**src/design/rmv_pkg.sv**
```systemverilog
// Package for the response majority voter: shared types and constants.
// No dependencies.
package rmv_pkg;
	localparam int RESP_W = 128;
	localparam int HALF_W = 64;
	localparam int CNT_W = 5;

	typedef struct packed {
		logic clear;
		logic load;
		logic search;
		logic insert;
		logic bump;
		logic scan;
		logic finish;
	} dp_cmd_t;

	typedef struct packed {
		logic found;
		logic search_done;
		logic scan_done;
	} dp_stat_t;
endpackage

```
**src/design/response_majority_voter.sv**
```systemverilog
// Top level of the response majority voter.
// Depends on rmv_pkg, rmv_ctrl, rmv_datapath.
//   channel | signals                                  | dir
//   in      | in_valid/in_ready, action, response_hi/lo | in
//   out     | out_valid/out_ready, bit/mode votes, ...  | out
//   cfg     | cfg_we, cfg_wdata (vote_count)            | in
// A response is searched against up to 16 table entries and then updates the
// table; a timeout skips the search. The last slot adds a scan of the used
// table entries and a hand-off of the result.
// Reset clears counters and the run; a stalled result holds input off.
module response_majority_voter #(
	parameter int MAX_VOTES = 16
) (
	input  logic        clk,
	input  logic        arst_n,
	input  logic        in_valid,
	output logic        in_ready,
	input  logic        action,
	input  logic [63:0] response_hi,
	input  logic [63:0] response_lo,
	output logic        out_valid,
	input  logic        out_ready,
	output logic [63:0] bit_vote_hi,
	output logic [63:0] bit_vote_lo,
	output logic [63:0] mode_vote_hi,
	output logic [63:0] mode_vote_lo,
	output logic        status,
	output logic [4:0]  received,
	input  logic        cfg_we,
	input  logic [4:0]  cfg_wdata
);
	import rmv_pkg::*;

	localparam int VC_W = $clog2(MAX_VOTES + 1);

	logic [4:0]      vc_q;
	logic [VC_W-1:0] count;
	dp_cmd_t         cmd;
	dp_stat_t        stat;

	always_ff @(posedge clk or negedge arst_n) begin
		if (!arst_n)
			vc_q <= 5'd1;
		else if (cfg_we)
			vc_q <= cfg_wdata;
	end

	always_comb begin
		if (vc_q == '0)
			count = VC_W'(1);
		else if (32'(vc_q) > MAX_VOTES)
			count = VC_W'(MAX_VOTES);
		else
			count = VC_W'(vc_q);
	end

	rmv_ctrl #(.VC_W(VC_W)) u_ctrl (
		.clk(clk), .arst_n(arst_n), .in_valid(in_valid), .in_ready(in_ready),
		.action(action), .out_valid(out_valid), .out_ready(out_ready),
		.count(count), .cmd(cmd), .stat(stat)
	);

	rmv_datapath #(.MAX_VOTES(MAX_VOTES)) u_dp (
		.clk(clk), .arst_n(arst_n), .cmd(cmd), .stat(stat), .action(action),
		.response_hi(response_hi), .response_lo(response_lo), .count(count),
		.bit_vote_hi(bit_vote_hi), .bit_vote_lo(bit_vote_lo),
		.mode_vote_hi(mode_vote_hi), .mode_vote_lo(mode_vote_lo),
		.status(status), .received(received)
	);
endmodule

```
**src/design/rmv_ram.sv**
```systemverilog
// Generic single-port RAM with registered read.
// No dependencies.
module rmv_ram #(
	parameter int WIDTH = 8,
	parameter int DEPTH = 16
) (
	input  logic                     clk,
	input  logic                     we,
	input  logic [$clog2(DEPTH)-1:0] addr,
	input  logic [WIDTH-1:0]         wdata,
	output logic [WIDTH-1:0]         rdata
);
	logic [WIDTH-1:0] mem_q [DEPTH];

	always_ff @(posedge clk) begin
		if (we)
			mem_q[addr] <= wdata;
		rdata <= mem_q[addr];
	end
endmodule

```
**src/design/rmv_datapath.sv**
```systemverilog
// Datapath of the voter: ones counters, distinct-value table, search and scan.
// Depends on rmv_pkg and rmv_ram.
module rmv_datapath #(
	parameter int MAX_VOTES = 16,
	parameter int IDX_W = (MAX_VOTES > 1) ? $clog2(MAX_VOTES) : 1,
	parameter int VC_W = $clog2(MAX_VOTES + 1)
) (
	input  logic                   clk,
	input  logic                   arst_n,
	input  rmv_pkg::dp_cmd_t       cmd,
	output rmv_pkg::dp_stat_t      stat,
	input  logic                   action,
	input  logic [63:0]            response_hi,
	input  logic [63:0]            response_lo,
	input  logic [VC_W-1:0]        count,
	output logic [63:0]            bit_vote_hi,
	output logic [63:0]            bit_vote_lo,
	output logic [63:0]            mode_vote_hi,
	output logic [63:0]            mode_vote_lo,
	output logic                   status,
	output logic [4:0]             received
);
	import rmv_pkg::*;

	logic [VC_W-1:0]   ones_q [RESP_W];
	logic [RESP_W-1:0] resp_q;
	logic [VC_W:0]     used_q;
	logic [VC_W:0]     idx_q;
	logic              rd_vld_q;
	logic [IDX_W-1:0]  rd_idx_q;
	logic [VC_W:0]     best_q;
	logic [RESP_W-1:0] mode_q;
	logic [VC_W:0]     recv_q;
	logic              found_q;
	logic [IDX_W-1:0]  hit_q;

	logic [RESP_W-1:0] val_rd;
	logic [VC_W-1:0]   cnt_rd;
	logic              val_we, cnt_we;
	logic              room;
	logic [IDX_W-1:0]  addr;
	logic [VC_W-1:0]   cnt_wd;
	logic [VC_W:0]     c_ext;
	logic [RESP_W-1:0] resp_in;
	logic [RESP_W-1:0] vote_bits;

	assign resp_in = {response_hi, response_lo};
	assign room = used_q < (VC_W+1)'(MAX_VOTES);
	assign val_we = cmd.insert && room;
	assign cnt_we = (cmd.insert && room) || cmd.bump;
	assign cnt_wd = cmd.insert ? VC_W'(1) : VC_W'(cnt_rd + 1'b1);
	always_comb begin
		if (cmd.insert)
			addr = used_q[IDX_W-1:0];
		else if (cmd.bump || (cmd.search && found_q))
			addr = hit_q;
		else
			addr = idx_q[IDX_W-1:0];
	end

	rmv_ram #(.WIDTH(RESP_W), .DEPTH(MAX_VOTES)) u_val (
		.clk(clk), .we(val_we), .addr(addr), .wdata(resp_q), .rdata(val_rd)
	);
	rmv_ram #(.WIDTH(VC_W), .DEPTH(MAX_VOTES)) u_cnt (
		.clk(clk), .we(cnt_we), .addr(addr), .wdata(cnt_wd), .rdata(cnt_rd)
	);

	assign c_ext = {1'b0, cnt_rd};
	assign stat.found = found_q;
	assign stat.search_done = !rd_vld_q && (found_q || idx_q >= used_q);
	assign stat.scan_done = !rd_vld_q && idx_q >= used_q;

	always_ff @(posedge clk or negedge arst_n) begin
		if (!arst_n) begin
			used_q <= '0;
			idx_q <= '0;
			rd_vld_q <= 1'b0;
			rd_idx_q <= '0;
			found_q <= 1'b0;
			hit_q <= '0;
			for (int i = 0; i < RESP_W; i++)
				ones_q[i] <= '0;
		end else begin
			rd_vld_q <= 1'b0;
			if (cmd.clear) begin
				used_q <= '0;
				for (int i = 0; i < RESP_W; i++)
					ones_q[i] <= '0;
			end
			if (cmd.load) begin
				idx_q <= '0;
				found_q <= 1'b0;
				if (!action)
					for (int i = 0; i < RESP_W; i++)
						ones_q[i] <= ones_q[i] + VC_W'(resp_in[i]);
			end
			if ((cmd.search || cmd.scan) && !rd_vld_q && idx_q < used_q
					&& !(cmd.search && found_q)) begin
				rd_vld_q <= 1'b1;
				rd_idx_q <= idx_q[IDX_W-1:0];
				idx_q <= idx_q + 1'b1;
			end
			if (cmd.search && rd_vld_q && val_rd == resp_q) begin
				found_q <= 1'b1;
				hit_q <= rd_idx_q;
			end
			if (cmd.insert && room)
				used_q <= used_q + 1'b1;
			if (cmd.finish)
				idx_q <= '0;
		end
	end

	always_ff @(posedge clk) begin
		if (cmd.load)
			resp_q <= resp_in;
		if (cmd.finish) begin
			best_q <= '0;
			mode_q <= '0;
			recv_q <= '0;
		end
		if (cmd.scan && rd_vld_q) begin
			recv_q <= recv_q + c_ext;
			if (c_ext > best_q || (c_ext == best_q && c_ext != '0 && val_rd < mode_q)) begin
				best_q <= c_ext;
				mode_q <= val_rd;
			end
		end
	end

	always_comb begin
		for (int i = 0; i < RESP_W; i++)
			vote_bits[i] = ({ones_q[i], 1'b0} >= {1'b0, count});
	end
	assign {bit_vote_hi, bit_vote_lo} = vote_bits;
	assign {mode_vote_hi, mode_vote_lo} = mode_q;
	assign received = 5'(recv_q);
	assign status = (count == VC_W'(1)) && (recv_q == '0);

`ifndef SYNTH
	a_used_bound: assert property (@(posedge clk) disable iff (!arst_n)
		used_q <= (VC_W+1)'(MAX_VOTES)) else $error("table overfilled");
	a_no_both: assert property (@(posedge clk) disable iff (!arst_n)
		!(cmd.insert && cmd.bump)) else $error("insert and bump together");
	a_clear: assert property (@(posedge clk) disable iff (!arst_n)
		cmd.clear |=> used_q == '0) else $error("clear failed");
`endif
endmodule

```
**src/design/rmv_ctrl.sv**
```systemverilog
// Controller of the voter: sequences load, search, update, scan and output.
// Depends on rmv_pkg.
module rmv_ctrl #(
	parameter int VC_W = 5
) (
	input  logic               clk,
	input  logic               arst_n,
	input  logic               in_valid,
	output logic               in_ready,
	input  logic               action,
	output logic               out_valid,
	input  logic               out_ready,
	input  logic [VC_W-1:0]    count,
	output rmv_pkg::dp_cmd_t   cmd,
	input  rmv_pkg::dp_stat_t  stat
);
	import rmv_pkg::*;

	typedef enum logic [2:0] {IDLE, SEARCH, UPDATE, SCAN, DONE} state_t;
	state_t state_q;
	logic   act_q;
	logic [VC_W-1:0] seen_q;

	assign in_ready = (state_q == IDLE);

	always_comb begin
		cmd = '0;
		cmd.load = in_valid && in_ready;
		cmd.search = (state_q == SEARCH);
		cmd.insert = (state_q == UPDATE) && !act_q && !stat.found;
		cmd.bump = (state_q == UPDATE) && !act_q && stat.found;
		cmd.scan = (state_q == SCAN);
		cmd.finish = (state_q == UPDATE) && (seen_q >= count);
		cmd.clear = (state_q == DONE) && out_ready;
	end

	always_ff @(posedge clk or negedge arst_n) begin
		if (!arst_n) begin
			state_q <= IDLE;
			act_q <= 1'b0;
			seen_q <= '0;
			out_valid <= 1'b0;
		end else begin
			case (state_q)
				IDLE: if (in_valid) begin
					act_q <= action;
					seen_q <= seen_q + 1'b1;
					state_q <= action ? UPDATE : SEARCH;
				end
				SEARCH: if (stat.search_done)
					state_q <= UPDATE;
				UPDATE: begin
					if (seen_q >= count)
						state_q <= SCAN;
					else
						state_q <= IDLE;
				end
				SCAN: if (stat.scan_done) begin
					out_valid <= 1'b1;
					state_q <= DONE;
				end
				DONE: if (out_ready) begin
					out_valid <= 1'b0;
					seen_q <= '0;
					state_q <= IDLE;
				end
				default: state_q <= IDLE;
			endcase
		end
	end

`ifndef SYNTH
	a_out_done: assert property (@(posedge clk) disable iff (!arst_n)
		out_valid |-> state_q == DONE) else $error("result outside done");
	a_done_out: assert property (@(posedge clk) disable iff (!arst_n)
		state_q == DONE |-> out_valid) else $error("done without result");
	a_ready: assert property (@(posedge clk) disable iff (!arst_n)
		out_valid |-> !in_ready) else $error("accept while result pending");
`endif
endmodule
```
**config.mk**
```make
export PLATFORM = sky130hd
export DESIGN_NAME = response_majority_voter
export DESIGN_NICKNAME = d
export VERILOG_FILES = /design/src/design/rmv_pkg.sv /design/src/design/response_majority_voter.sv /design/src/design/rmv_ram.sv /design/src/design/rmv_datapath.sv /design/src/design/rmv_ctrl.sv
export SDC_FILE = /design/constraint.sdc
export NUM_CORES = 2
export LEC_CHECK = 0
export BUFFER_PORTS_ARGS = -buffer_cell sky130_fd_sc_hd__buf_4
export CELL_PAD_IN_SITES_DETAIL_PLACEMENT = 1
export CELL_PAD_IN_SITES_GLOBAL_PLACEMENT = 2
export CORE_MARGIN = 2
export CORE_UTILIZATION = 43
export CTS_BUF_LIST = sky130_fd_sc_hd__clkbuf_2
export DETAILED_ROUTE_END_ITERATION = 16
export GPL_ROUTABILITY_DRIVEN = 0
export PLACE_DENSITY = 0.8
export SETUP_SLACK_MARGIN = 0.4
export SYNTH_ARGS = -nofsm -noshare
export SYNTH_HDL_FRONTEND = slang
export SYNTH_HIERARCHICAL = 1
export SYNTH_SLANG_ARGS = --single-unit
```
**constraint.sdc**
```tcl
create_clock -name clk -period 10.9 [get_ports clk]
set_input_delay 1.09 -clock clk [delete_from_list [all_inputs] [get_ports clk]]
set_output_delay 1.09 -clock clk [all_outputs]
set_load 0.005 [all_outputs]
```
==> key figures <==
Status
  • Status: finished, final reports clean

Finish
  • Most frequent cells in the layout: edfxtp_1, clkbuf_2, nand2_1
  • Area delta synth->final: 13.31%
  • Layout filler cell count: 33305
  • Final net count: 11946
  • Most common cell after layout, fill and taps aside: edfxtp_1
  • Layout cells sized above 1: 0.2178
  • Post-Layout Cell Count: 15946

STA
  • Post-layout minimum cycle time: about 7.7 ns
  • Rel. slew slack: 0.06802
  • Final Setup Violations: 0
  • Layout Skew: 0.2231 ns
  • Final Hold Fails: 0
  • Setup slack after layout: approximately 3.2 ns
  • Final Max Slew Viols: 0
  • RSZ-0062 raised after global routing: no
  • Crit share post-route: 0.7050
  • Setup TNS Final: 0 ns
  • Max Clk Rate: 130.1 MHz
  • Worst-margin pin slew: 1.393 ns

Die
  • DIE AREA: between 0.3 and 0.4 mm²
  • Die Y: just under 600 µm
  • FP Rows: 210
  • Die width: 577.6 µm
  • I/O pin total: between 400 and 500
  • Area of the core: between 0.3 and 0.4 mm²
  • Initial core utilization: 0.4322

Critical path
  • Critical Path Start: vc_q[4]
  • Cell chain of the critical path: nor2b_1 > buf_4 > inv_6 > buf_4 > buf_4 > ha_1 > o21a_1 > o21a_1 > o21ai_0 > nand2_1 > buf_4
  • CP top delay family: buffers and inverters
  • Critical path's most frequent cell: buf_4
  • Critical setup path kind: flip-flop to output port
  • End of the critical path: bit_vote_lo[25]
  • Arr. time, crit path: 6.59 ns
  • Critical path required time: approximately 9.8 ns
  • CP Depth: 11
  • Reg2reg start: u_ctrl/state_q[1]
  • CP Max Fanout: around 60
  • Cells on worst reg2reg path: 12
  • CP max-delay cell: buf_4
  • Reg2reg setup slack: 4.50 ns
  • Critical path launch point type: flip-flop
  • WP buf/inv: 5
  • R2r endpoint: u_dp/u_val/rdata[5]
  • Crit end category: output port
  • Crit-path max cell delay: between 0.7 and 0.8 ns

Synth
  • FFs w/ async S/R, synth: 0.2112
  • Dominant synthesized flop cell: edfxtp_1
  • Avg Synthesized Cell Area: about 15 µm²
  • Netlist cell types: 82
  • Flops & latches, synth: 3206
  • Gate count after technology mapping: 9691
  • Post-synth EDFFs: between 2000 and 2500
  • Syn nets: 10752
  • Synthesis Warnings: 6
  • Seq/Total Area, Yosys: 0.6375
  • Post-Syn Area: 0.1415 mm²

Pwr
  • Pwr Density: ~240 mW/mm²
  • VDD IR-drop max: 0.4221 mV
  • Lkg Pwr: 62.42 nW

Drt
  • Routed WL: 446.1 mm
  • DRT Pass-1 Iters: 9
  • Avg Vias per Cell: 5.878
  • Routed len/inst: 27.97 µm
  • DRC: 0
  • Iter 0 DRT Violations: 8748
  • Vias: 93737
  • Detail Route Antenna Nets: 0

CTS
  • Post-CTS setup buffers: 0
  • CTS Buffer Depth: 4
  • Register clock-pin slew on the reported worst setup and hold paths: 0.12 ns
  • CTS tree: done
  • Clk Latency, worst-skew pair: approximately 2.3 ns
  • H-tree depth: 6
  • Total CTS buffers: 805
  • Clk root buf: clkbuf_2
  • Sink Count: 3206

Placement
  • Pre-CTS WS: 4.726 ns
  • Post-detail-place hpwl: 266.4 mm
  • Buffers on Ports: between 400 and 500
  • Placed cell count: 14128

Global route
  • Tot GR Track Use: 0.2649
  • Total global routing overflow: 0
  • Initial antenna violation count: 31
  • Pin count of the biggest net entering global routing: roughly 180
  • Vias in the first global route: 98384
  • Global-route wire length before repair: 657.5 mm

Min path
  • Worst hold path class: input port to flip-flop

Run
  • Max-Cap Viols: 0
-- metrics by stage --
step	power, mW	area [µm²]	hold slack, ns	utilization
after floorplan	24.09	141500	0.4402	-
after CTS	37.99	160300	0.005790	0.4896
final	37.76	160300	0.2687	0.4897
after detailed placement	29.23	149600	0.4598	0.4568
after global routing	39.94	160300	0.1869	0.4896
after global placement	28.58	149600	0.4522	0.4568
-- final cells by class --
type / count / area [µm²] / area share
antenna: 20 / 50.05 / 0.0003121
clock inverter: 281 / 1635 / 0.01020
tap: 4346 / 5438 / 0.03391
clock buffer: 1221 / 6111 / 0.03811
timing repair buffer: 842 / 7437 / 0.04638
sequential: 3206 / 90210 / 0.5626
inverter: 228 / 893.4 / 0.005572
multi-input combinational: 5802 / 48560 / 0.3029
-- per-layer routing --
metal	part of all wire	GRT usage	wire length, µm
met1	0.40	0.3481	178800
met2	0.47	0.4282	211700
met3	0.082	0.05413	36420
met4	0.042	0.1120	18920
met5	0.00040	0	179
-- logic make-up (layout without fill, tap and decap cells) --
family,after synthesis,after routing,synth area share
and+or+nand+nor,2237,2237,0.07677
DFF,3206,3206,0.6375
other,0,20,0
xor gates and xnor gates,78,78,0.004828
buffers and inverters,683,2572,0.02092
muxes,653,653,0.09614
AOI/OAI and AO/OA,1912,1912,0.08222
adders and majority gates,922,922,0.08158
-- worst min-delay path: cells and delay by family --
kind / cells / cell delay [ns]
buffers and inverters: 3 / 1.24
-- flip-flops by register name (all words and copies together), names as in the netlist, 3 cells and up --
signal / count
u_dp/u_val/mem_q: 2048
u_dp/ones_q: 640
u_dp/mode_q: 128
u_dp/resp_q: 128
u_dp/u_val/rdata: 128
u_dp/u_cnt/mem_q: 80
u_dp/best_q: 6
u_dp/idx_q: 6
u_dp/recv_q: 6
u_dp/used_q: 6
u_ctrl/seen_q: 5
u_dp/u_cnt/rdata: 5
vc_q: 5
u_dp/hit_q: 4
u_dp/rd_idx_q: 4
u_ctrl/state_q: 3
-- synth_stat cells, drive strengths merged, types with 3 or more instances --
cell type,instances,area share
nand2b,10,0.00044
nor4,21,0.0011
inv,227,0.0061
o21ai,937,0.033
dfxtp,267,0.038
a31oi,256,0.011
and4,4,0.00025
mux2i,8,0.00057
dfrtp,676,0.12
a221oi,24,0.0015
xor2,37,0.0023
a22o,3,0.00019
mux4,532,0.086
and2,3,0.00013
edfxtp,2262,0.48
o31ai,31,0.0016
a22oi,266,0.014
buf,156,0.0069
xnor2,41,0.0025
nand3,37,0.0013
a211o,3,0.00019
nor2b,140,0.0062
nand2,960,0.025
and3,4,0.00018
nand4,303,0.013
mux2,113,0.010
o21a,257,0.014
or3,34,0.0015
nor3,20,0.00071
o2bb2ai,10,0.00062
nor2,429,0.011
a21oi,62,0.0022
a21o,9,0.00048
o22ai,21,0.00093
a211oi,8,0.00042
nand3b,262,0.014
o211ai,7,0.00037
ha,921,0.081
clkbuf,299,0.0079
-- how the worst min path moves through the flow --
stage / from / end / slack, ns / cells past startpoint
final: response_lo[36] / u_dp/resp_q[36] / 0.27 / 3
after global routing: response_lo[19] / u_dp/resp_q[19] / 0.19 / 3
after CTS: cfg_wdata[4] / vc_q[4] / 0.006 / 4
after detailed placement: u_dp/rd_idx_q[3] / u_dp/rd_idx_q[3] / 0.46 / 2
after global placement: u_dp/rd_idx_q[3] / u_dp/rd_idx_q[3] / 0.45 / 2
after floorplan: u_dp/rd_idx_q[1] / u_dp/rd_idx_q[1] / 0.44 / 2
-- where the power goes --
part	total (mW)	switching (mW)	internal [mW]
clock network	8.59	5.21	3.38
registers	16.5	1.91	14.6
logic	12.7	7.16	5.51
total	37.8	14.3	23.5
-- timing repair --
item                                   4_1_cts  5_1_grt
gates resized for setup                      0        0
endpoints found under the hold margin     1166        0
hold buffers                               296        0
Note: power is estimated with default switching activity, not from simulation.
